$ cat src/rtl/led_wave_crossfade_sequencer_assert.svh
// Assertion macros shared by the LED wave crossfade sequencer modules.
`ifndef LED_WAVE_CROSSFADE_SEQUENCER_ASSERT_SVH
`define LED_WAVE_CROSSFADE_SEQUENCER_ASSERT_SVH

`ifndef NO_ASSERTIONS
// Same-cycle implication, sampled on clk, off while rst_n is low.
`define LWCS_ASSERT_IMPL(label, ante, cons) \
  label: assert property (@(posedge clk) disable iff (!rst_n) (ante) |-> (cons)) \
    else $error("lwcs assertion failed");
// Next-cycle implication, sampled on clk, off while rst_n is low.
`define LWCS_ASSERT_NEXT(label, ante, cons) \
  label: assert property (@(posedge clk) disable iff (!rst_n) (ante) |=> (cons)) \
    else $error("lwcs assertion failed");
`else
`define LWCS_ASSERT_IMPL(label, ante, cons)
`define LWCS_ASSERT_NEXT(label, ante, cons)
`endif

`endif

$ cat src/rtl/lwcs_pkg.sv
// Types and constants shared by the LED wave crossfade sequencer.
`timescale 1ns / 1ps
package lwcs_pkg;

  // Configuration register indexes.
  localparam logic [7:0] REG_FADE_PERIOD   = 8'd0;
  localparam logic [7:0] REG_PAUSE_PERIOD  = 8'd1;
  localparam logic [7:0] REG_FADE_STEP     = 8'd2;
  localparam logic [7:0] REG_STAGGER_LEVEL = 8'd3;

  // Configuration reset values.
  localparam logic [15:0] FADE_PERIOD_RST   = 16'd5;
  localparam logic [15:0] PAUSE_PERIOD_RST  = 16'd450;
  localparam logic [7:0]  FADE_STEP_RST     = 8'd3;
  localparam logic [7:0]  STAGGER_LEVEL_RST = 8'd127;

  // Level and position constants.
  localparam logic [7:0] LEVEL_MAX     = 8'd255;
  localparam logic [4:0] POS_MINUS_ONE = 5'd31;

  typedef struct packed {
    logic [15:0] fade_period;
    logic [15:0] pause_period;
    logic [7:0]  fade_step;
    logic [7:0]  stagger_level;
  } cfg_t;

  // One PWM level write.
  typedef struct packed {
    logic [3:0] led_index;
    logic [7:0] level;
    logic       last_write;
  } res_t;

  // Writes caused by one accepted item, slot w0 first.
  typedef struct packed {
    logic [1:0] n;
    res_t       w0;
    res_t       w1;
  } step_out_t;

endpackage

$ cat src/rtl/lwcs_in_if.sv
// Input channel carrying the millisecond time of each item.
`timescale 1ns / 1ps
interface lwcs_in_if;
  logic        valid;
  logic        ready;
  logic [31:0] now_ms;

  modport source (output valid, output now_ms, input ready);
  modport sink (input valid, input now_ms, output ready);
endinterface

$ cat src/rtl/lwcs_out_if.sv
// Result channel carrying PWM level writes.
`timescale 1ns / 1ps
interface lwcs_out_if;
  logic       valid;
  logic       ready;
  logic [3:0] led_index;
  logic [7:0] level;
  logic       last_write;

  modport source (output valid, output led_index, output level, output last_write,
                  input ready);
  modport sink (input valid, input led_index, input level, input last_write,
                output ready);
endinterface

$ cat src/rtl/lwcs_cfg_if.sv
// Configuration write channel: register index and write data.
`timescale 1ns / 1ps
interface lwcs_cfg_if;
  logic        valid;
  logic        ready;
  logic [7:0]  index;
  logic [15:0] data;

  modport source (output valid, output index, output data, input ready);
  modport sink (input valid, input index, input data, output ready);
endinterface

$ cat src/rtl/lwcs_cfg_regs.sv
// Configuration registers of the sequencer.
`timescale 1ns / 1ps
module lwcs_cfg_regs import lwcs_pkg::*; (
  input  logic        clk,
  input  logic        rst_n,
  input  logic        wr_en,
  input  logic [7:0]  wr_index,
  input  logic [15:0] wr_data,
  output cfg_t        cfg
);

  cfg_t cfg_r;
  cfg_t cfg_nxt;

  // Decode the register index; unknown indexes leave everything unchanged.
  always_comb begin
    cfg_nxt = cfg_r;
    if (wr_en) begin
      unique case (wr_index)
        REG_FADE_PERIOD:   cfg_nxt.fade_period   = wr_data;
        REG_PAUSE_PERIOD:  cfg_nxt.pause_period  = wr_data;
        REG_FADE_STEP:     cfg_nxt.fade_step     = wr_data[7:0];
        REG_STAGGER_LEVEL: cfg_nxt.stagger_level = wr_data[7:0];
        default:           cfg_nxt = cfg_r;
      endcase
    end
  end

  always_ff @(posedge clk) begin
    if (!rst_n) begin
      cfg_r.fade_period   <= FADE_PERIOD_RST;
      cfg_r.pause_period  <= PAUSE_PERIOD_RST;
      cfg_r.fade_step     <= FADE_STEP_RST;
      cfg_r.stagger_level <= STAGGER_LEVEL_RST;
    end else begin
      cfg_r <= cfg_nxt;
    end
  end

  assign cfg = cfg_r;

endmodule

$ cat src/rtl/lwcs_step.sv
// Sequencer state and the combinational step that updates it per item.
`timescale 1ns / 1ps
`include "led_wave_crossfade_sequencer_assert.svh"
module lwcs_step import lwcs_pkg::*; #(
  parameter int CHAIN_LENGTH = 6
) (
  input  logic        clk,
  input  logic        rst_n,
  input  logic        accept,
  input  logic [31:0] now_ms,
  input  cfg_t        cfg,
  output step_out_t   step
);

  localparam logic [4:0] CHAIN_LEN  = 5'(CHAIN_LENGTH);
  localparam logic [4:0] CHAIN_LAST = 5'(CHAIN_LENGTH - 1);
  localparam logic [4:0] CHAIN_PEN  = 5'(CHAIN_LENGTH - 2);
  localparam logic [5:0] CHAIN_LEN6 = 6'(CHAIN_LENGTH);

  function automatic logic [7:0] sat_up(input logic [7:0] v, input logic [7:0] s);
    logic [8:0] sum;
    sum = {1'b0, v} + {1'b0, s};
    return sum[8] ? LEVEL_MAX : sum[7:0];
  endfunction

  function automatic logic [7:0] sat_down(input logic [7:0] v, input logic [7:0] s);
    return (v > s) ? (v - s) : 8'd0;
  endfunction

  logic [31:0] last_step_time_r, last_step_time_nxt;
  logic [31:0] pause_start_r, pause_start_nxt;
  logic [4:0]  lead_pos_r, lead_pos_nxt;
  logic [7:0]  lead_lvl_r, lead_lvl_nxt;
  logic        rising_r, rising_nxt;
  logic        forward_r, forward_nxt;
  logic        pausing_r, pausing_nxt;
  logic        ending_r, ending_nxt;
  logic [4:0]  fe_pos_r, fe_pos_nxt;
  logic [4:0]  se_pos_r, se_pos_nxt;
  logic [7:0]  fe_lvl_r, fe_lvl_nxt;
  logic [7:0]  se_lvl_r, se_lvl_nxt;

  logic [31:0] step_elapsed;
  logic [31:0] pause_elapsed;
  logic        step_due;
  logic        pause_over;

  // Lead LED rise, shared by both passes, and the per-pass position helpers.
  logic [7:0]  rise_lvl;
  logic [7:0]  cross_lvl;
  logic        rise_full;
  logic [4:0]  fwd_pos_inc;
  logic [5:0]  bwd_tail_end;

  // Staggered end fade, shared by both passes.
  logic [7:0]  ef_first;
  logic [7:0]  ef_second;
  logic        ef_first_wr;
  logic        ef_second_wr;
  logic        ef_done;

  // Write candidates before packing into slots.
  logic        a_v, b_v;
  logic [4:0]  a_pos, b_pos;
  logic [7:0]  a_lvl, b_lvl;

  assign step_elapsed  = now_ms - last_step_time_r;
  assign pause_elapsed = now_ms - pause_start_r;
  assign step_due      = step_elapsed >= {16'd0, cfg.fade_period};
  assign pause_over    = pause_elapsed >= {16'd0, cfg.pause_period};

  assign rise_lvl     = sat_up(lead_lvl_r, cfg.fade_step);
  assign cross_lvl    = LEVEL_MAX - rise_lvl;
  assign rise_full    = rise_lvl == LEVEL_MAX;
  assign fwd_pos_inc  = lead_pos_r + 5'd1;
  assign bwd_tail_end = {1'b0, lead_pos_r} + 6'd3;

  // The second end LED starts once the first is at or below the stagger level.
  always_comb begin
    ef_first_wr  = fe_lvl_r != 8'd0;
    ef_first     = ef_first_wr ? sat_down(fe_lvl_r, cfg.fade_step) : fe_lvl_r;
    ef_second_wr = (ef_first <= cfg.stagger_level) && (se_lvl_r != 8'd0);
    ef_second    = ef_second_wr ? sat_down(se_lvl_r, cfg.fade_step) : se_lvl_r;
    ef_done      = (ef_first == 8'd0) && (ef_second == 8'd0);
  end

  // Next state and write candidates for one accepted item.
  always_comb begin
    last_step_time_nxt = last_step_time_r;
    pause_start_nxt    = pause_start_r;
    lead_pos_nxt       = lead_pos_r;
    lead_lvl_nxt       = lead_lvl_r;
    rising_nxt         = rising_r;
    forward_nxt        = forward_r;
    pausing_nxt        = pausing_r;
    ending_nxt         = ending_r;
    fe_pos_nxt         = fe_pos_r;
    se_pos_nxt         = se_pos_r;
    fe_lvl_nxt         = fe_lvl_r;
    se_lvl_nxt         = se_lvl_r;
    a_v   = 1'b0;
    a_pos = lead_pos_r;
    a_lvl = rise_lvl;
    b_v   = 1'b0;
    b_pos = lead_pos_r;
    b_lvl = cross_lvl;

    if (pausing_r) begin
      // Pause exit restarts the wave without any write.
      if (pause_over) begin
        pausing_nxt  = 1'b0;
        forward_nxt  = 1'b1;
        lead_pos_nxt = 5'd0;
        lead_lvl_nxt = 8'd0;
        rising_nxt   = 1'b1;
        ending_nxt   = 1'b0;
        fe_pos_nxt   = POS_MINUS_ONE;
        se_pos_nxt   = POS_MINUS_ONE;
      end
    end else if (step_due) begin
      last_step_time_nxt = now_ms;
      if (forward_r && !ending_r) begin
        // Forward pass: raise lead LED, crossfade the one two behind.
        if (rising_r) begin
          lead_lvl_nxt = rise_lvl;
          a_v   = 1'b1;
          b_v   = lead_pos_r >= 5'd2;
          b_pos = lead_pos_r - 5'd2;
          if (rise_full) begin
            lead_pos_nxt = fwd_pos_inc;
            lead_lvl_nxt = 8'd0;
            if (fwd_pos_inc >= CHAIN_LEN) begin
              fe_pos_nxt = CHAIN_PEN;
              se_pos_nxt = CHAIN_LAST;
              fe_lvl_nxt = LEVEL_MAX;
              se_lvl_nxt = LEVEL_MAX;
              ending_nxt = 1'b1;
            end
          end
        end
      end else if ((forward_r && ending_r) || (!forward_r && !rising_r)) begin
        // Staggered fade-out of the two end LEDs.
        fe_lvl_nxt = ef_first;
        se_lvl_nxt = ef_second;
        a_v   = ef_first_wr;
        a_pos = fe_pos_r;
        a_lvl = ef_first;
        b_v   = ef_second_wr;
        b_pos = se_pos_r;
        b_lvl = ef_second;
        if (ef_done) begin
          if (forward_r) begin
            forward_nxt  = 1'b0;
            lead_pos_nxt = CHAIN_LAST;
            lead_lvl_nxt = 8'd0;
            rising_nxt   = 1'b1;
            ending_nxt   = 1'b0;
          end else begin
            pausing_nxt     = 1'b1;
            pause_start_nxt = now_ms;
          end
        end
      end else begin
        // Backward pass: raise lead LED, crossfade the one two ahead.
        lead_lvl_nxt = rise_lvl;
        a_v   = 1'b1;
        b_v   = bwd_tail_end <= CHAIN_LEN6;
        b_pos = lead_pos_r + 5'd2;
        if (rise_full) begin
          lead_lvl_nxt = 8'd0;
          if (lead_pos_r == 5'd0) begin
            lead_pos_nxt = POS_MINUS_ONE;
            fe_pos_nxt   = 5'd1;
            se_pos_nxt   = 5'd0;
            fe_lvl_nxt   = LEVEL_MAX;
            se_lvl_nxt   = LEVEL_MAX;
            rising_nxt   = 1'b0;
          end else begin
            lead_pos_nxt = lead_pos_r - 5'd1;
          end
        end
      end
    end
  end

  // Pack candidates into output slots; the final write carries last_write.
  always_comb begin
    step.n             = accept ? ({1'b0, a_v} + {1'b0, b_v}) : 2'd0;
    step.w0.led_index  = a_v ? a_pos[3:0] : b_pos[3:0];
    step.w0.level      = a_v ? a_lvl : b_lvl;
    step.w0.last_write = !(a_v && b_v);
    step.w1.led_index  = b_pos[3:0];
    step.w1.level      = b_lvl;
    step.w1.last_write = 1'b1;
  end

  always_ff @(posedge clk) begin
    if (!rst_n) begin
      last_step_time_r <= 32'd0;
      pause_start_r    <= 32'd0;
      lead_pos_r       <= 5'd0;
      lead_lvl_r       <= 8'd0;
      rising_r         <= 1'b1;
      forward_r        <= 1'b1;
      pausing_r        <= 1'b0;
      ending_r         <= 1'b0;
      fe_pos_r         <= POS_MINUS_ONE;
      se_pos_r         <= POS_MINUS_ONE;
      fe_lvl_r         <= 8'd0;
      se_lvl_r         <= 8'd0;
    end else if (accept) begin
      last_step_time_r <= last_step_time_nxt;
      pause_start_r    <= pause_start_nxt;
      lead_pos_r       <= lead_pos_nxt;
      lead_lvl_r       <= lead_lvl_nxt;
      rising_r         <= rising_nxt;
      forward_r        <= forward_nxt;
      pausing_r        <= pausing_nxt;
      ending_r         <= ending_nxt;
      fe_pos_r         <= fe_pos_nxt;
      se_pos_r         <= se_pos_nxt;
      fe_lvl_r         <= fe_lvl_nxt;
      se_lvl_r         <= se_lvl_nxt;
    end
  end

  // A paused sequencer never writes.
  `LWCS_ASSERT_IMPL(a_pause_silent, accept && pausing_r, step.n == 2'd0)
  // The ending flag is only set during the forward pass.
  `LWCS_ASSERT_IMPL(a_ending_forward, ending_r, forward_r)
  // The rise phase only ends on the backward pass.
  `LWCS_ASSERT_IMPL(a_fall_backward, !rising_r, !forward_r)

endmodule

$ cat src/rtl/lwcs_res_queue.sv
// Four-entry shifting queue that holds result items until they are taken.
`timescale 1ns / 1ps
`include "led_wave_crossfade_sequencer_assert.svh"
module lwcs_res_queue import lwcs_pkg::*; (
  input  logic      clk,
  input  logic      rst_n,
  input  step_out_t push,
  input  logic      pop,
  output res_t      head,
  output logic      head_valid,
  output logic      room
);

  localparam int DEPTH = 4;
  localparam int CW    = $clog2(DEPTH + 1);

  res_t          entry_r [DEPTH];
  res_t          entry_nxt [DEPTH];
  res_t          shifted [DEPTH];
  logic [CW-1:0] cnt_r, cnt_nxt;
  logic [CW-1:0] base;

  // Drop the head on a pop, then append new writes behind what remains.
  always_comb begin
    for (int i = 0; i < DEPTH - 1; i++) begin
      shifted[i] = pop ? entry_r[i + 1] : entry_r[i];
    end
    shifted[DEPTH - 1] = entry_r[DEPTH - 1];
    base    = cnt_r - CW'(pop);
    cnt_nxt = base + CW'(push.n);
    for (int i = 0; i < DEPTH; i++) begin
      if (CW'(i) == base && push.n != 2'd0) begin
        entry_nxt[i] = push.w0;
      end else if (CW'(i) == base + CW'(1) && push.n == 2'd2) begin
        entry_nxt[i] = push.w1;
      end else begin
        entry_nxt[i] = shifted[i];
      end
    end
  end

  always_ff @(posedge clk) begin
    for (int i = 0; i < DEPTH; i++) begin
      entry_r[i] <= entry_nxt[i];
    end
  end

  always_ff @(posedge clk) begin
    if (!rst_n) begin
      cnt_r <= '0;
    end else begin
      cnt_r <= cnt_nxt;
    end
  end

  assign head       = entry_r[0];
  assign head_valid = cnt_r != '0;
  assign room       = cnt_r <= CW'(DEPTH - 2);

  // New writes only arrive while two free entries remain.
  `LWCS_ASSERT_IMPL(a_no_overflow, push.n != 2'd0, cnt_r <= CW'(DEPTH - 2))
  // Without a pop, nothing leaves the queue.
  `LWCS_ASSERT_NEXT(a_hold_without_pop, !pop, cnt_r >= $past(cnt_r))

endmodule

$ cat src/rtl/led_wave_crossfade_sequencer.sv
// An accepted item's writes are registered into the result queue and leave from its head.
// Items are accepted one per cycle while each causes at most one write and out_chan.ready
// stays high; the result channel drains one write per cycle while out_chan.ready is high.
// The four-entry result queue drops in_chan.ready while it holds more than two writes.
// The step itself is one combinational update between the state and the result queue.
// Reset (rst_n low, synchronous) restores register defaults and the start of the wave.
`timescale 1ns / 1ps
module led_wave_crossfade_sequencer import lwcs_pkg::*; #(
  parameter int CHAIN_LENGTH = 6
) (
  input  logic       clk,
  input  logic       rst_n,
  lwcs_in_if.sink    in_chan,
  lwcs_out_if.source out_chan,
  lwcs_cfg_if.sink   cfg_chan
);

  cfg_t      cfg;
  step_out_t step;
  res_t      head;
  logic      head_valid;
  logic      room;
  logic      in_accept;
  logic      out_take;

  // Handshakes.
  assign cfg_chan.ready = 1'b1;
  assign in_chan.ready  = room;
  assign in_accept      = in_chan.valid && room;
  assign out_take       = head_valid && out_chan.ready;

  lwcs_cfg_regs u_cfg (
    .clk      (clk),
    .rst_n    (rst_n),
    .wr_en    (cfg_chan.valid),
    .wr_index (cfg_chan.index),
    .wr_data  (cfg_chan.data),
    .cfg      (cfg)
  );

  lwcs_step #(
    .CHAIN_LENGTH (CHAIN_LENGTH)
  ) u_step (
    .clk    (clk),
    .rst_n  (rst_n),
    .accept (in_accept),
    .now_ms (in_chan.now_ms),
    .cfg    (cfg),
    .step   (step)
  );

  lwcs_res_queue u_queue (
    .clk        (clk),
    .rst_n      (rst_n),
    .push       (step),
    .pop        (out_take),
    .head       (head),
    .head_valid (head_valid),
    .room       (room)
  );

  // Result channel driven from the queue head.
  assign out_chan.valid      = head_valid;
  assign out_chan.led_index  = head.led_index;
  assign out_chan.level      = head.level;
  assign out_chan.last_write = head.last_write;

endmodule

$ cat src/flat_wrapper.sv
// flat-port wrapper written by rule: the top's interface ports become plain ports
module led_wave_crossfade_sequencer_flat import lwcs_pkg::*;
#(
  parameter int CHAIN_LENGTH = 6
)
  (clk, rst_n, in_chan_valid, in_chan_now_ms, in_chan_ready, out_chan_valid, out_chan_led_index, out_chan_level, out_chan_last_write, out_chan_ready, cfg_chan_valid, cfg_chan_index, cfg_chan_data, cfg_chan_ready);
  lwcs_in_if in_chan_i ();
  lwcs_out_if out_chan_i ();
  lwcs_cfg_if cfg_chan_i ();
  input  logic clk;
  input  logic rst_n;
  input wire logic [$bits(in_chan_i.valid)-1:0] in_chan_valid;
  input wire logic [$bits(in_chan_i.now_ms)-1:0] in_chan_now_ms;
  output wire logic [$bits(in_chan_i.ready)-1:0] in_chan_ready;
  output wire logic [$bits(out_chan_i.valid)-1:0] out_chan_valid;
  output wire logic [$bits(out_chan_i.led_index)-1:0] out_chan_led_index;
  output wire logic [$bits(out_chan_i.level)-1:0] out_chan_level;
  output wire logic [$bits(out_chan_i.last_write)-1:0] out_chan_last_write;
  input wire logic [$bits(out_chan_i.ready)-1:0] out_chan_ready;
  input wire logic [$bits(cfg_chan_i.valid)-1:0] cfg_chan_valid;
  input wire logic [$bits(cfg_chan_i.index)-1:0] cfg_chan_index;
  input wire logic [$bits(cfg_chan_i.data)-1:0] cfg_chan_data;
  output wire logic [$bits(cfg_chan_i.ready)-1:0] cfg_chan_ready;
  assign in_chan_i.valid = in_chan_valid;
  assign in_chan_i.now_ms = in_chan_now_ms;
  assign in_chan_ready = in_chan_i.ready;
  assign out_chan_valid = out_chan_i.valid;
  assign out_chan_led_index = out_chan_i.led_index;
  assign out_chan_level = out_chan_i.level;
  assign out_chan_last_write = out_chan_i.last_write;
  assign out_chan_i.ready = out_chan_ready;
  assign cfg_chan_i.valid = cfg_chan_valid;
  assign cfg_chan_i.index = cfg_chan_index;
  assign cfg_chan_i.data = cfg_chan_data;
  assign cfg_chan_ready = cfg_chan_i.ready;
  led_wave_crossfade_sequencer #(.CHAIN_LENGTH(CHAIN_LENGTH)) u_core (.clk(clk), .rst_n(rst_n), .in_chan(in_chan_i), .out_chan(out_chan_i), .cfg_chan(cfg_chan_i));
endmodule
$ cat config.mk
export PLATFORM = sky130hd
export DESIGN_NAME = led_wave_crossfade_sequencer_flat
export DESIGN_NICKNAME = d
export VERILOG_FILES = /design/src/rtl/lwcs_pkg.sv /design/src/rtl/lwcs_in_if.sv /design/src/rtl/lwcs_out_if.sv /design/src/rtl/lwcs_cfg_if.sv /design/src/rtl/lwcs_cfg_regs.sv /design/src/rtl/lwcs_step.sv /design/src/rtl/lwcs_res_queue.sv /design/src/rtl/led_wave_crossfade_sequencer.sv /design/src/flat_wrapper.sv
export VERILOG_INCLUDE_DIRS = /design/src /design/src/rtl
export SDC_FILE = /design/constraint.sdc
export NUM_CORES = 1
export LEC_CHECK = 0
export BUFFER_PORTS_ARGS = -buffer_cell sky130_fd_sc_hd__buf_4
export CORE_ASPECT_RATIO = 1.2
export CORE_MARGIN = 2
export CORE_UTILIZATION = 40
export CTS_CLUSTER_DIAMETER = 30
export DETAILED_ROUTE_END_ITERATION = 16
export REMOVE_ABC_BUFFERS = 1
export SLEW_MARGIN = 15
export SYNTH_ARGS = -nofsm -noshare
export SYNTH_HDL_FRONTEND = slang
export SYNTH_HIERARCHICAL = 1
export SYNTH_SLANG_ARGS = --single-unit
$ cat constraint.sdc
create_clock -name clk -period 12 [get_ports clk]
set_clock_uncertainty 0.15 [all_clocks]
set_input_delay 0.6 -clock clk [delete_from_list [all_inputs] [get_ports clk]]
set_output_delay 0.6 -clock clk [all_outputs]
set_load 0.02 [all_outputs]
# Word level (Yosys, flattened, before mapping)
# Memories as Yosys holds them, arrays and structs flattened.
# Index checks and enable logic that the tools add are counted.
# word_totals
wordCells	250
regBits	156
mem_bits_rw	52
n_memories	1
# memory_table
name	depth	width	rd	rd_ports_with_merged_regs	wr	line_no	text
u_core.u_queue.entry_r	4	13	4	0	4	lwcs_res_queue.sv:17	res_t entry_r [DEPTH];
# op_classes
bitwise_logic	3
eq_ne	24
n_reduce_logical	56
n_mux	125
magnitude_cmp	9
add_sub_neg	15
# op_table
cell	count
2-to-1 mux 8 bit	32
2-to-1 mux 13 bit	11
2-to-1 mux 4 bit	29
greater-or-equal comparator 32 x 16 -> 1 bit	2
subtractor 32 bit	2
2-to-1 mux 5 bit	11
2-to-1 mux 1 bit	41
AND reduction 8 bit	4
logical NOT 8 bit	3
nonzero test 3 bit	8
== test 8 x 2 -> 1 bit, second input constant	2
greater-than comparator 8 bit	2
logical AND 1 bit	16
nonzero test 8 bit	2
subtractor 8 bit	2
!= test 3 bit, second input constant	5
== test 2 x 3 -> 1 bit, first input constant	4
AND reduction 6 bit	2
nonzero test 2 bit	6
adder 8 x 8 -> 9 bit	1
AND reduction 9 bit	1
== test 8 x 1 -> 1 bit, second input constant	1
== test 8 bit, second input constant	1
less-or-equal comparator 8 bit	1
29 further kinds	43

# Logic depth before layout (Yosys ltp)
# Gate-level depths: netlist (run 1).
# logic_depth
depth_word	15
depth_mapped	29
depth_no_buf	27

# By module
# Netlist (run 1), hierarchy kept.
# by_module_without_submodules
module	n_inst	seq_area_each_um2	cells_each	area_per_inst_um2
lwcs_step	1	2001.9	1485	11131.9
lwcs_res_queue	1	1621.6	265	3128.0
lwcs_cfg_regs	1	960.9	188	1950.6
led_wave_crossfade_sequencer	1	0.0	4	23.8

# Least setup slack after synthesis (run 1)
# OpenSTA, ideal clock, no wires.
# synth_path
kind	input to register
from	in in_chan_now_ms[10]
to	mem u_core/u_queue/entry_r[0][0] (netlist bit), enable pin
path_stages	22
n_path_buf	2
setup_ns	0.405
t_arrival_ns	6.498
setup_slack_ns	4.947
path_cell_list	ha_1 > and4_1 > a221o_1 > nor2_1 > nand2_1 > a31oi_1 > xnor2_1 > ha_1 > a211oi_1 > o22ai_1 > a2111oi_0 > nand4_1 > or4_1 > and4bb_1 > a31o_2 > clkbuf_1 > a311oi_1 > ha_1 > and2_1 > nor2_1 > buf_2 > o311ai_1
# synth_rtl
item	line_no	text
start, declared	flat_wrapper.sv:13	input wire logic [$bits(in_chan_i.now_ms)-1:0] in_chan_now_ms;
end, declared	lwcs_res_queue.sv:17	

==> impl_results.md, run 1 <==
* Critical path arrival at slightly below 8000 ps
* RSZ-0062 raised after global routing: false
* Nets at about 2,200
* Fin worst setup slack at ~4200 ps
* Layout cells sized above 1 at 11.5%
* Status: completed
* Overall Global Routing Usage at between 20% and 30%
* Final period utilization at between 60 and 70%
* Core area at about 0.04 sq mm
* CP endpoint kind: flop
* Dpl ws at ~3800 ps
* Post-synth EDFFs at 52
* Yosys Warn Count at 6
* Placed insts at between 2,000 and 2,500
* IO Count at between 70 and 80
* Top_reg_cell synth: dfxtp_1
* First-pass GRT wire length at 75.4 mm
* Sum Neg Setup Slack at 0 ps
* Flops & latches, synth at around 200
* Largest net degree at the start of global routing at 73
* H-tree depth at 2
* Clock Tree Buf Depth at 3
* P_leak at around 7.7 nW
* # port buffers at 75
* Largest cells by area after synthesis: dfxtp_1 19%, ha_1 11%, edfxtp_1 9.6%, mux2i_1 8.4%, nor2_1 3.9%
* DIE HEIGHT at 225 um
* Post-route design area at about 0.019 sq mm
* Top-area cell type share of the netlist area at a little under a fifth
* Reg clk slew, reported paths at 50 ps
* Starting Density at ~41%
* Routed len/inst at between 15 and 20 um
* Max VDD drop at 0.000128 V
* Die Wd at roughly 190 um
* Area leader, netlist: dfxtp_1
* Kind of critical path: reg2reg
* Relative slew slack at 20.1%
* Via count at about 15,000
* Avg Vias per Cell at roughly 5.7
* Post-route ant nets at 0
* # resized after CTS at 0
* GRT overflow at 0
* Worst Tran Pin Value at around 1200 ps
* Ys async rst share at 0%
* Initial antenna violation count at 0
* TritonRoute pass-1 iters at 5
* Post-Syn Area per Cell at around 8.4 sq um
* Full die area at around 0.042 sq mm
* Hpwl dp at between 30 and 40 mm
* Residual DRC at 0
* Mapped cell area at 0.0162 sq mm
* Max Slew Vio Count at 0
* CTS tree: done
* # clock sinks at 203
* Vias in the first global route at approximately 15,000
* CP max FO at 28
* CP Launch Type: flop
* Post-CTS Setup Repair Bufs at 0
* Final Non-Filler Cells at between 2,000 and 3,000
* Final setup vio count at 0
* CTS Hold Bufs at 0
* Fmax at approximately 0.13 GHz
* Row cnt at 80
* Seq/Total Area, Yosys at 28.2%
* Max-cap violations at 0
* Post-Synthesis Cells at between 1,500 and 2,000
* 1st-iter DRT viols at around 900
* Synth unique cells at 94
* Final Hold Fails at 0
* Clock root cell: clkbuf_16
* N_diodes at 0
* Critical Path RT at 12,030 ps
* Tmin final at just under 8000 ps
* Num CTS Buffers at 52
* Area after DPL at around 0.017 sq mm
* Worst-Skew Late Latency at 570 ps
* Min-delay worst type: in2reg
* Fin util at a little under half
* Layout area overhead at 16.3%
* Global placement routability congestion at ~0.93
* Power density cells at approximately 190 mW/mm^2
* DRT Wirelength at roughly 46 mm
## final timing paths
| check | start | end | slack (ps) | cells past startpoint |
|---|---|---|---|---|
| worst max-delay path | u_core/u_step/last_step_time_r[10] | u_core/u_queue/entry_r[2][2] | 4220 | 21 |
| worst min register to register | u_core/u_cfg/cfg[33] | u_core/u_cfg/cfg[33] | 310 | 2 |
| worst min-delay path | cfg_chan_data[3] | u_core/u_cfg/cfg[3] | 150 | 3 |
| worst max register to register | u_core/u_step/last_step_time_r[10] | u_core/u_queue/entry_r[2][2] | 4220 | 21 |
## final cells by class
class,instances,area (sq um)
fillers,3876,21100
multi-input cells,1482,10600
flip-flops and latches,203,4580
clock buffers,58,1380
repair buffers,89,668
well taps,533,667
inverters,147,552
clock inverters,38,439
## per-stage QoR
stage / hold WS [ps] / total power, mW
after global placement: 293 / 2.10
final: 149 / 3.57
after floorplan: 285 / 1.76
after detailed placement: 299 / 2.12
after global routing: 143 / 3.77
after CTS: 118 / 3.59
## registers in the layout, summed over array words and instances (netlist names)
signal and cells:
u_core/u_step/lead_lvl_r 8, u_core/u_step/pausing_r 1, u_core/u_step/last_step_time_r 32, u_core/u_step/lead_pos_r 5, u_core/u_step/se_lvl_r 8, u_core/u_queue/entry_r 52, u_core/u_step/fe_lvl_r 8, u_core/u_queue/cnt_r 3
u_core/u_step/rising_r 1, u_core/u_cfg/cfg 48, u_core/u_step/ending_r 1, u_core/u_step/forward_r 1, u_core/u_step/pause_start_r 32, u_core/u_step/fe_pos_r 3
## critical path, cell delays in order, from the launching register on
cell,delay (ps)
dfxtp_1,320
inv_1,40
ha_1,360
and4_1,260
a221o_1,370
nor2_1,260
nand2_1,180
a31oi_1,230
xnor2_1,150
ha_1,260
a211oi_1,230
o22ai_1,120
a2111oi_0,370
nand4_1,140
or4_1,560
and4bb_1,320
a31o_2,350
nor2_1,230
ha_1,330
and2_1,250
or3b_1,780
o211ai_1,1100
## cells by family after synthesis
logic type | share of synthesized area (%)
adders and majority gates | 11.6
and+or+nand+nor | 18.6
xor gates and xnor gates | 3.56
DFF | 28.2
other | 0.0463
muxes | 11.4
AOI/OAI and AO/OA | 19.9
buffers and inverters | 6.66
## cell usage after synthesis (38+ instances only)
cell	instances
a21oi_1	107
a31oi_1	44
clkbuf_1	75
dfxtp_1	151
edfxtp_1	52
ha_1	141
inv_1	145
mux2i_1	136
nand2_1	163
nand4_1	57
nor2_1	169
nor2b_1	38
o21ai_0	79
xnor2_1	40
## power breakdown
group	leakage, nW	switching, mW	total [mW]	internal, mW
clock network	0.873	0.464	1.44	0.980
registers	1.70	0.0409	0.908	0.867
logic	5.12	0.768	1.21	0.446
total	7.69	1.27	3.57	2.29
## layout by cell type (no fill, tap or decap), types with 8 or more instances in the layout
cell / instances
o21bai_1: 10
or3_1: 11
dfxtp_1: 151
a21o_1: 30
nand4_1: 57
o21a_1: 21
nor2b_1: 38
xor2_1: 25
o211ai_1: 13
nand2b_1: 17
mux2_1: 24
buf_4: 89
a311oi_1: 12
clkbuf_16: 53
o2111ai_1: 9
nor2_1: 168
and2_1: 13
inv_6: 8
a22oi_1: 10
nand3_1: 23
nand2_1: 163
edfxtp_1: 52
xnor2_1: 40
nor3_1: 28
ha_1: 141
a21oi_1: 107
mux2_2: 20
o31ai_1: 8
a211oi_1: 27
inv_1: 145
o21ai_1: 28
a31oi_1: 44
nor4_1: 36
o21ai_0: 79
mux2i_1: 136
## per-layer routing
layer | vias to the layer above | GRT usage, % | part of all wire, %
met5 | - | 0 | 0
met4 | 0 | 11.4 | 4.6
met3 | 124 | 3.11 | 4.4
met2 | 378 | 40.2 | 50
met1 | 6844 | 24.5 | 41
li1 | 7203 | - | -
Power figures use the tool's default switching activity.
==> inputs of run 2 (changes only) <==
- ABC_AREA: default -> 1
- clock period: 12 -> 7.9 ns (I/O delays scaled with it)
==> run 2 against run 1 <==
Effect of this change: highest routed layer unchanged; area after synthesis increased by 7.9%; worst hold slack got worse by 120 ps; via count increased by 22%; sequential cell count unchanged; sequential power increased by 67%; setup slack got worse by 2400 ps; first-iteration DRC count increased by 3.6%; largest power group is now combinational logic; non-clock buffer count increased by 30; global-route usage increased by 1.8 points; power increased by 92%.
==> impl_results.md, run 2 <==
* Status: completed
* Max reg flops at 52 (unchanged)
* Net Sw Frac at 45.8% (+10 points)
* Synth unique cells at 55 (-41%)
* Avg Vias per Cell at 5.05 (-12%)
* Nets at 3,134 (+44%)
* Max VDD drop at 0.000187 V (+46%)
* Routed len/inst at 15.3 um (-15%)
* Worst Path Buf+Inv at 6 (+5)
* # port buffers at 75 (unchanged)
* # resized after CTS at 0 (unchanged)
* DRT Wirelength at 54.0 mm (+18%)
* Switching Power at 3.14 mW (+150%)
* Reg2reg start: u_core/u_step/last_step_time_r[0]
* Fmax at 0.163 GHz
* Crit. Startpoint: in_chan_now_ms[10]
* Met3 Track Usage GR at 3.29% (+0.19 points)
* Top-area cell type share of the netlist area at 19.3% (+0.67 points)
* Global placement routability congestion at 0.959 (+3.5%)
* Num CTS Buffers at 49 (-5.8%)
* CTS tree: done
* Max-cap violations at 0 (unchanged)
* Fillers at 4,622 (+19%)
* Worst-Skew Late Latency at 560 ps (about the same)
* P_leak at 10.4 nW (+36%)
* Clock root cell: clkbuf_16
* Most used cell, CP: nand2_1
* Largest net degree at the start of global routing at 84 (+15%)
* N_diodes at 0 (unchanged)
* Critical Path RT at 7930 ps (-4100 ps)
* Via count at 17,800 (+22%)
* Critical path capture point: u_core/u_queue/entry_r[0][5]
* Largest cells by area after synthesis: nand2_1 19%, dfxtp_1 17%, ha_1 10%, inv_1 9.6%, edfxtp_1 8.9%
* Relative slew slack at 26.4% (+6.3 points)
* TritonRoute pass-1 iters at 5 (unchanged)
* Tmin final at 6120 ps
* 1st-iter DRT viols at 927 (+3.6%)
* Core area at 0.0435 sq mm (+8.9%)
* First-pass GRT wire length at 86.3 mm (+15%)
* Post-synth EDFFs at 52 (unchanged)
* Register-to-Register Path Depth at 28 (+33%)
* Ys async rst share at 0% (unchanged)
* RSZ-0062 raised after global routing: false
* Family with the most delay on the worst path: simple AND/OR/NAND/NOR gates
* Placed insts at 3,393 (+38%)
* Sum Neg Setup Slack at 0 ps (unchanged)
* R2r setup slk at 1910 ps (-2310 ps)
* Min-delay worst type: in2reg
* Die Wd at 195 um (+3.8%)
* Largest stage delay, worst path at 710 ps (-390 ps)
* Layout cells sized above 1 at 8.16% (-3.3 points)
* Reg clk slew, reported paths at 50 ps (about the same)
* Power density cells at 336 mW/mm^2 (+78%)
* CP Launch Type: primary input
* Yosys Warn Count at 6 (unchanged)
* Flops & latches, synth at 203 (unchanged)
* Hpwl dp at 42.0 mm (+21%)
* Residual DRC at 0 (unchanged)
* Post-Synthesis Cells at 2,834 (+46%)
* IO Count at 77 (unchanged)
* CP endpoint kind: flop
* Met2 Usage GRT at 44.7% (+4.5 points)
* Vias in the first global route at 17,100 (+18%)
* Kind of critical path: in2reg
* Sequential Power Share at 22.1% (-3.4 points)
* Overall Global Routing Usage at 23.7% (+1.8 points)
* Final Non-Filler Cells at 3,523 (+38%)
* Mapped cell area at 0.0175 sq mm (+7.9%)
* Post-route ant nets at 0 (unchanged)
* Worst Tran Pin Value at 1090 ps (-98.6 ps)
* Clock Tree Buf Depth at 3 (unchanged)
* Most flop-heavy register: u_core/u_queue/entry_r
* Full die area at 0.0455 sq mm (+7.7%)
* H-tree depth at 2 (unchanged)
* DIE HEIGHT at 233 um (+3.8%)
* Initial antenna violation count at 0 (unchanged)
* Internal at 3.71 mW (+62%)
* Area leader, netlist: nand2_1
* Layout area overhead at 16.4% (about the same)
* Max Slew Vio Count at 0 (unchanged)
* Gate power share at 49.7% (+16 points)
* GR Util met1 at 25.7% (+1.2 points)
* Final setup vio count at 0 (unchanged)
* Top_reg_cell synth: dfxtp_1
* Hold Startpoint: cfg_chan_data[12]
* Seq/Total Area, Yosys at 26.2% (-2.1 points)
* Hold Slack at 26.9 ps (-122 ps)
* Clock Power Share at 28.2% (-12 points)
* Starting Density at 40.2% (-0.40 points)
* CP max FO at 48 (+71%)
* Final Hold Fails at 0 (unchanged)
* Post-Syn Area per Cell at 6.18 sq um (-26%)
* Row cnt at 84 (+5.0%)
* Most common cell in the netlist: nand2_1
* Critical path arrival at 6150 ps (-1660 ps)
* Worst R2R End: u_core/u_queue/entry_r[0][5]
* GRT overflow at 0 (unchanged)
* Final period utilization at approximately 78%
* Stages on the worst setup path at 28 (+33%)
* Slowest cell on crit path: nand3_1
* Commonest non-fill, non-tap cells in the layout: 900 x nand2_1, 450 x inv_1, 285 x nor2_1
* Top cells by count, synth: 900 x nand2_1, 450 x inv_1, 286 x nor2_1
* # clock sinks at 203 (unchanged)
* Layer with the highest usage: met2
* Commonest non-fill, non-tap cell in the layout: nand2_1
[run 2: changes by cell type in the layout (fill, tap and decap cells not counted), moves of 34 or more]
| cell | change |
|---|---|
| mux2i_1 | -136 |
| a31oi_1 | -41 |
| a21oi_1 | +77 |
| nor2_1 | +117 |
| nand3_1 | +185 |
| nand4_1 | -34 |
| inv_1 | +305 |
| dlygate4sd3_1 | +40 |
| nor2b_1 | -38 |
| nand2_1 | +737 |
[run 2: worst min path at each step]
stage / end / slack, ps / cells past startpoint
finish: u_core/u_cfg/cfg[28] / 30 / 5
global route: u_core/u_step/last_step_time_r[31] / 20 / 3
CTS: u_core/u_cfg/cfg[47] / 1 / 5
detailed placement: u_core/u_step/fe_pos_r[1] / 300 / 2
global placement: u_core/u_cfg/cfg[17] / 290 / 2
floorplan: u_core/u_step/fe_pos_r[0] / 280 / 2
[run 2: kinds of logic after synthesis]
kind of cell	count (synthesis)	synth area share, %
DFF	203	26.2
other	2	0.0429
buffers and inverters	549	12.7
xor gates and xnor gates	49	2.45
AOI/OAI and AO/OA	347	11.0
and+or+nand+nor	1537	36.9
adders and majority gates	147	10.8
[run 2: worst register-to-register path, delay by kind of cell (launching register included)]
kind	cells	cell delay, ps
buffers and inverters	4	380
xor gates and xnor gates	1	150
AOI/OAI and AO/OA	1	170
DFF	1	330
adders and majority gates	4	1170
and+or+nand+nor	18	3260
[run 2: timing repair]
item	in CTS	in global routing
hold buffers	40	0
setup buffers	0	0
endpoints found under the hold margin	50	0
[run 2: cell type report]
cell class              count  area (sq um)  share of cell area [%]
clock buffers              67          1390                    6.80
repair buffers            119          1010                    4.94
inverters                 471          1770                    8.70
well taps                 559           699                    3.43
clock inverters            22           216                    1.06
multi-input cells        2082         10700                    52.6
flip-flops and latches    203          4580                    22.5
[run 2: per-layer routing]
layer	vias to the layer above	share of wire [%]	routed length (um)
met4	0	5.3	2890
met5	-	0	0
li1	9149	-	-
met3	143	4.0	2170
met1	8057	40	21700
met2	433	50	27200
[run 2: metrics by stage]
stage	setup WS, ps	utilization [%]	power [mW]	cell area, sq um
CTS	1740	46.8	6.87	20400
finish	1780	46.8	6.85	20400
global route	1230	46.8	7.35	20400
floorplan	2760	-	3.80	17100
detailed placement	1540	42.2	4.88	18400
global placement	1710	42.2	4.85	18400
[run 2: power by group through the flow]
stage | registers, mW | clock network (mW) | logic [mW]
after floorplan | 1.54 | 0 | 2.26
after global placement | 1.54 | 0 | 3.32
after detailed placement | 1.54 | 0 | 3.34
after CTS | 1.52 | 1.97 | 3.37
after global routing | 1.54 | 2.02 | 3.79
final | 1.52 | 1.93 | 3.40
==> inputs of run 3 (changes only) <==
- ABC_AREA: 1 -> 0
- clock period: 7.9 -> 6.4 ns (I/O delays scaled with it)
==> run 3 against run 2 <==
Effect of this change: count of clock-buffer cells in the layout fell by 3; critical path depth decreased by 5; sequential share of layout area rose by 0.65 points; combinational power down 28%; die area is 7.2% lower; global-route usage decreased by 2.5 points; routed wire length fell by 16%; first-iteration DRC count down 11%; clock power rose by 33%; cell count fell by 25%; sequential cell count did not move; critical path type unchanged; largest power group is now the clock network.
==> impl_results.md, run 3 (synthesized netlist as in run 1, its figures left out) <==
* DRT Wirelength at 45.4 mm (-16%)
* Overall Global Routing Usage at 21.2% (-2.5 points)
* Reg clk slew, reported paths at 50 ps (about the same)
* Relative slew slack at 25.1% (-1.3 points)
* Layout cells sized above 1 at 13.9% (+5.7 points)
* Nets at 2,281 (-27%)
* Met3 routed WL at 1.79 mm (-18%)
* Worst Hold Path Cells at 3 (-2)
* Commonest non-fill, non-tap cells in the layout: 167 x nor2_1, 162 x nand2_1, 151 x dfxtp_1
* Via count at 14,900 (-16%)
* WHS Endpoint: u_core/u_cfg/cfg[3]
* Post-route ant nets at 0 (unchanged)
* Dpl ws at -5.41 ps (-1550 ps)
* Clock Tree Buf Depth at 3 (unchanged)
* Post-route design area at 0.0198 sq mm (-2.8%)
* Final Hold Fails at 0 (unchanged)
* Critical Path RT at 6510 ps (-1420 ps)
* Fin worst setup slack at 229 ps (-1550 ps)
* Worst-Skew Late Latency at 550 ps (about the same)
* N_diodes at 0 (unchanged)
* # port buffers at 75 (unchanged)
* Layout area overhead at 22.0%
* Initial antenna violation count at 0 (unchanged)
* Row cnt at 80 (-4.8%)
* R2r setup slk at 310 ps (-1600 ps)
* Fin util at 49.6% (+2.8 points)
* Vias in the first global route at 14,600 (-15%)
* Final Non-Filler Cells at 2,648 (-25%)
* Most used cell, CP: ha_1
* Die Wd at 188 um (-3.6%)
* Slowest cell on crit path: or4_4
* TritonRoute pass-1 iters at 5 (unchanged)
* CP cell instances: dlygate4sd3_1, buf_4, ha_1, and4_1, a221o_1, nor2_2, nand2_2, a31oi_2, xnor2_1, ha_1, a211oi_1, o22ai_1, a2111oi_1, nand4_1, or4_4, and4bb_1, a31o_2, nor2_1, ha_1, and2_4, or3b_4, o211ai_1, buf_4
* Clock root cell: clkbuf_16
* 1st-iter DRT viols at 823 (-11%)
* Final period utilization at 96.4%
* Tmin final at around 6200 ps
* Global placement routability congestion at 0.917 (-4.4%)
* Largest stage delay, worst path at 570 ps (-140 ps)
* Most flop-heavy register: u_core/u_queue/entry_r
* Status: completed
* P_leak at 8.17 nW (-22%)
* Commonest non-fill, non-tap cell in the layout: nor2_1
* Routed len/inst at 17.1 um (+12%)
* Starting Density at 40.6% (+0.40 points)
* Avg Vias per Cell at 5.63 (+12%)
* Max-cap violations at 0 (unchanged)
* Full die area at 0.0422 sq mm (-7.2%)
* Max VDD drop at 0.000245 V (+31%)
* CTS tree: done
* Worst Tran Pin Value at 1120 ps (+28.7 ps)
* H-tree depth at 2 (unchanged)
* Max Slew Vio Count at 0 (unchanged)
* CP endpoint kind: flop
* IO Count at 77 (unchanged)
* Kind of critical path: in2reg
* Worst R2R End: u_core/u_queue/entry_r[1][10]
* CP Launch Type: primary input
* Fmax at 0.162 GHz
* Core area at 0.0399 sq mm (-8.2%)
* Min-delay worst type: in2reg
* CP max FO at 6 (-88%)
* Final setup vio count at 0 (unchanged)
* GRT overflow at 0 (unchanged)
* Hpwl dp at 34.1 mm (-19%)
* Family with the most delay on the worst path: simple AND/OR/NAND/NOR gates
* Worst Path Buf+Inv at 3 (-3)
* Hold Startpoint: cfg_chan_index[0]
* Placed insts at 2,499 (-26%)
* Reg2reg start: u_core/u_step/last_step_time_r[10]
* Max reg flops at 52 (unchanged)
* Register-to-Register Path Depth at 22 (-21%)
* Hold Slack at 128 ps (+101 ps)
* # clock sinks at 203 (unchanged)
* DR top layer: met4
* Met2 routed WL at 22.5 mm (-17%)
* Critical path arrival at 6280 ps (+130 ps)
* DIE HEIGHT at 225 um (-3.7%)
* Residual DRC at 0 (unchanged)
* First-pass GRT wire length at 73.8 mm (-14%)
* Wire length on met1 at 19.0 mm (-13%)
* Num CTS Buffers at 50 (+2.0%)
* Power density cells at 338 mW/mm^2 (+0.48%)
* Largest net degree at the start of global routing at 76 (-9.5%)
* Area after DPL at 0.0174 sq mm (-5.0%)
## run 3: changes by cell type in the layout (fill, tap and decap cells not counted), sizes merged, moves of 35 or more
| cell | before | now |
|---|---|---|
| a21oi | 203 | 107 |
| a31oi | 3 | 44 |
| buf | 79 | 139 |
| inv | 471 | 148 |
| mux2 | 0 | 44 |
| mux2i | 0 | 136 |
| nand2 | 916 | 163 |
| nand3 | 218 | 23 |
| nand4 | 23 | 58 |
| nor2 | 301 | 169 |
| nor2b | 0 | 38 |
## run 3: tightest hold or removal path: cells and delay by family
family / cells / cell delay (ps)
AND/OR/NAND/NOR: 1 / 220
multiplexers: 1 / 110
buffers and inverters: 1 / 120
## run 3: final cells by class
class / instances / area (sq um)
fillers: 3802 / 20100
multi-input cells: 1483 / 10700
flip-flops and latches: 203 / 4580
repair buffers: 188 / 1580
clock buffers: 64 / 1440
well taps: 533 / 667
inverters: 147 / 552
clock inverters: 30 / 304
## run 3: layer usage
metal / vias to the layer above / track usage [%]
met2: 393 / 38.6
met5: - / 0
met4: 0 / 9.88
met1: 7012 / 24.5
li1: 7382 / -
met3: 134 / 2.68
## run 3: worst max-delay path by stage
stage                                        from                             to  slack [ps]  cells after the start
2_1_floorplan  u_core/u_step/last_step_time_r[10]   u_core/u_queue/entry_r[1][0]        -770                     22
3_3_place_gp                 u_core/u_cfg/cfg[10]   u_core/u_queue/entry_r[1][1]          50                     22
3_5_place_dp            u_core/u_step/fe_lvl_r[0]   u_core/u_queue/entry_r[1][6]          -5                     24
4_1_cts                         in_chan_now_ms[1]   u_core/u_queue/entry_r[1][6]          70                     24
5_1_grt                        in_chan_now_ms[10]   u_core/u_queue/entry_r[2][6]          -3                     24
6_report                       in_chan_now_ms[10]  u_core/u_queue/entry_r[1][10]         230                     23
## run 3: power breakdown
group          internal (mW)  switching [mW]
Combinational          0.968            1.47
Clock                   1.75           0.812
Sequential              1.62          0.0750
Total                   4.34            2.36
## run 3: metrics by stage
step,setup TNS [ps],power (mW)
after global routing,-4.49,7.07
after detailed placement,-59.6,4.07
after CTS,0,6.69
after floorplan,-47620,3.31
after global placement,0,4.03
final,0,6.70
## run 3: timing repair
item / 4_1_cts / 5_1_grt
hold buffers: 49 / 0
hold endpoints to repair: 110 / 0
gates cloned: 0 / 2
gates resized for setup: 1 / 23
pin swaps: 0 / 5
buffers inserted: 0 / 4
endpoints found under the setup margin: 10 / 106
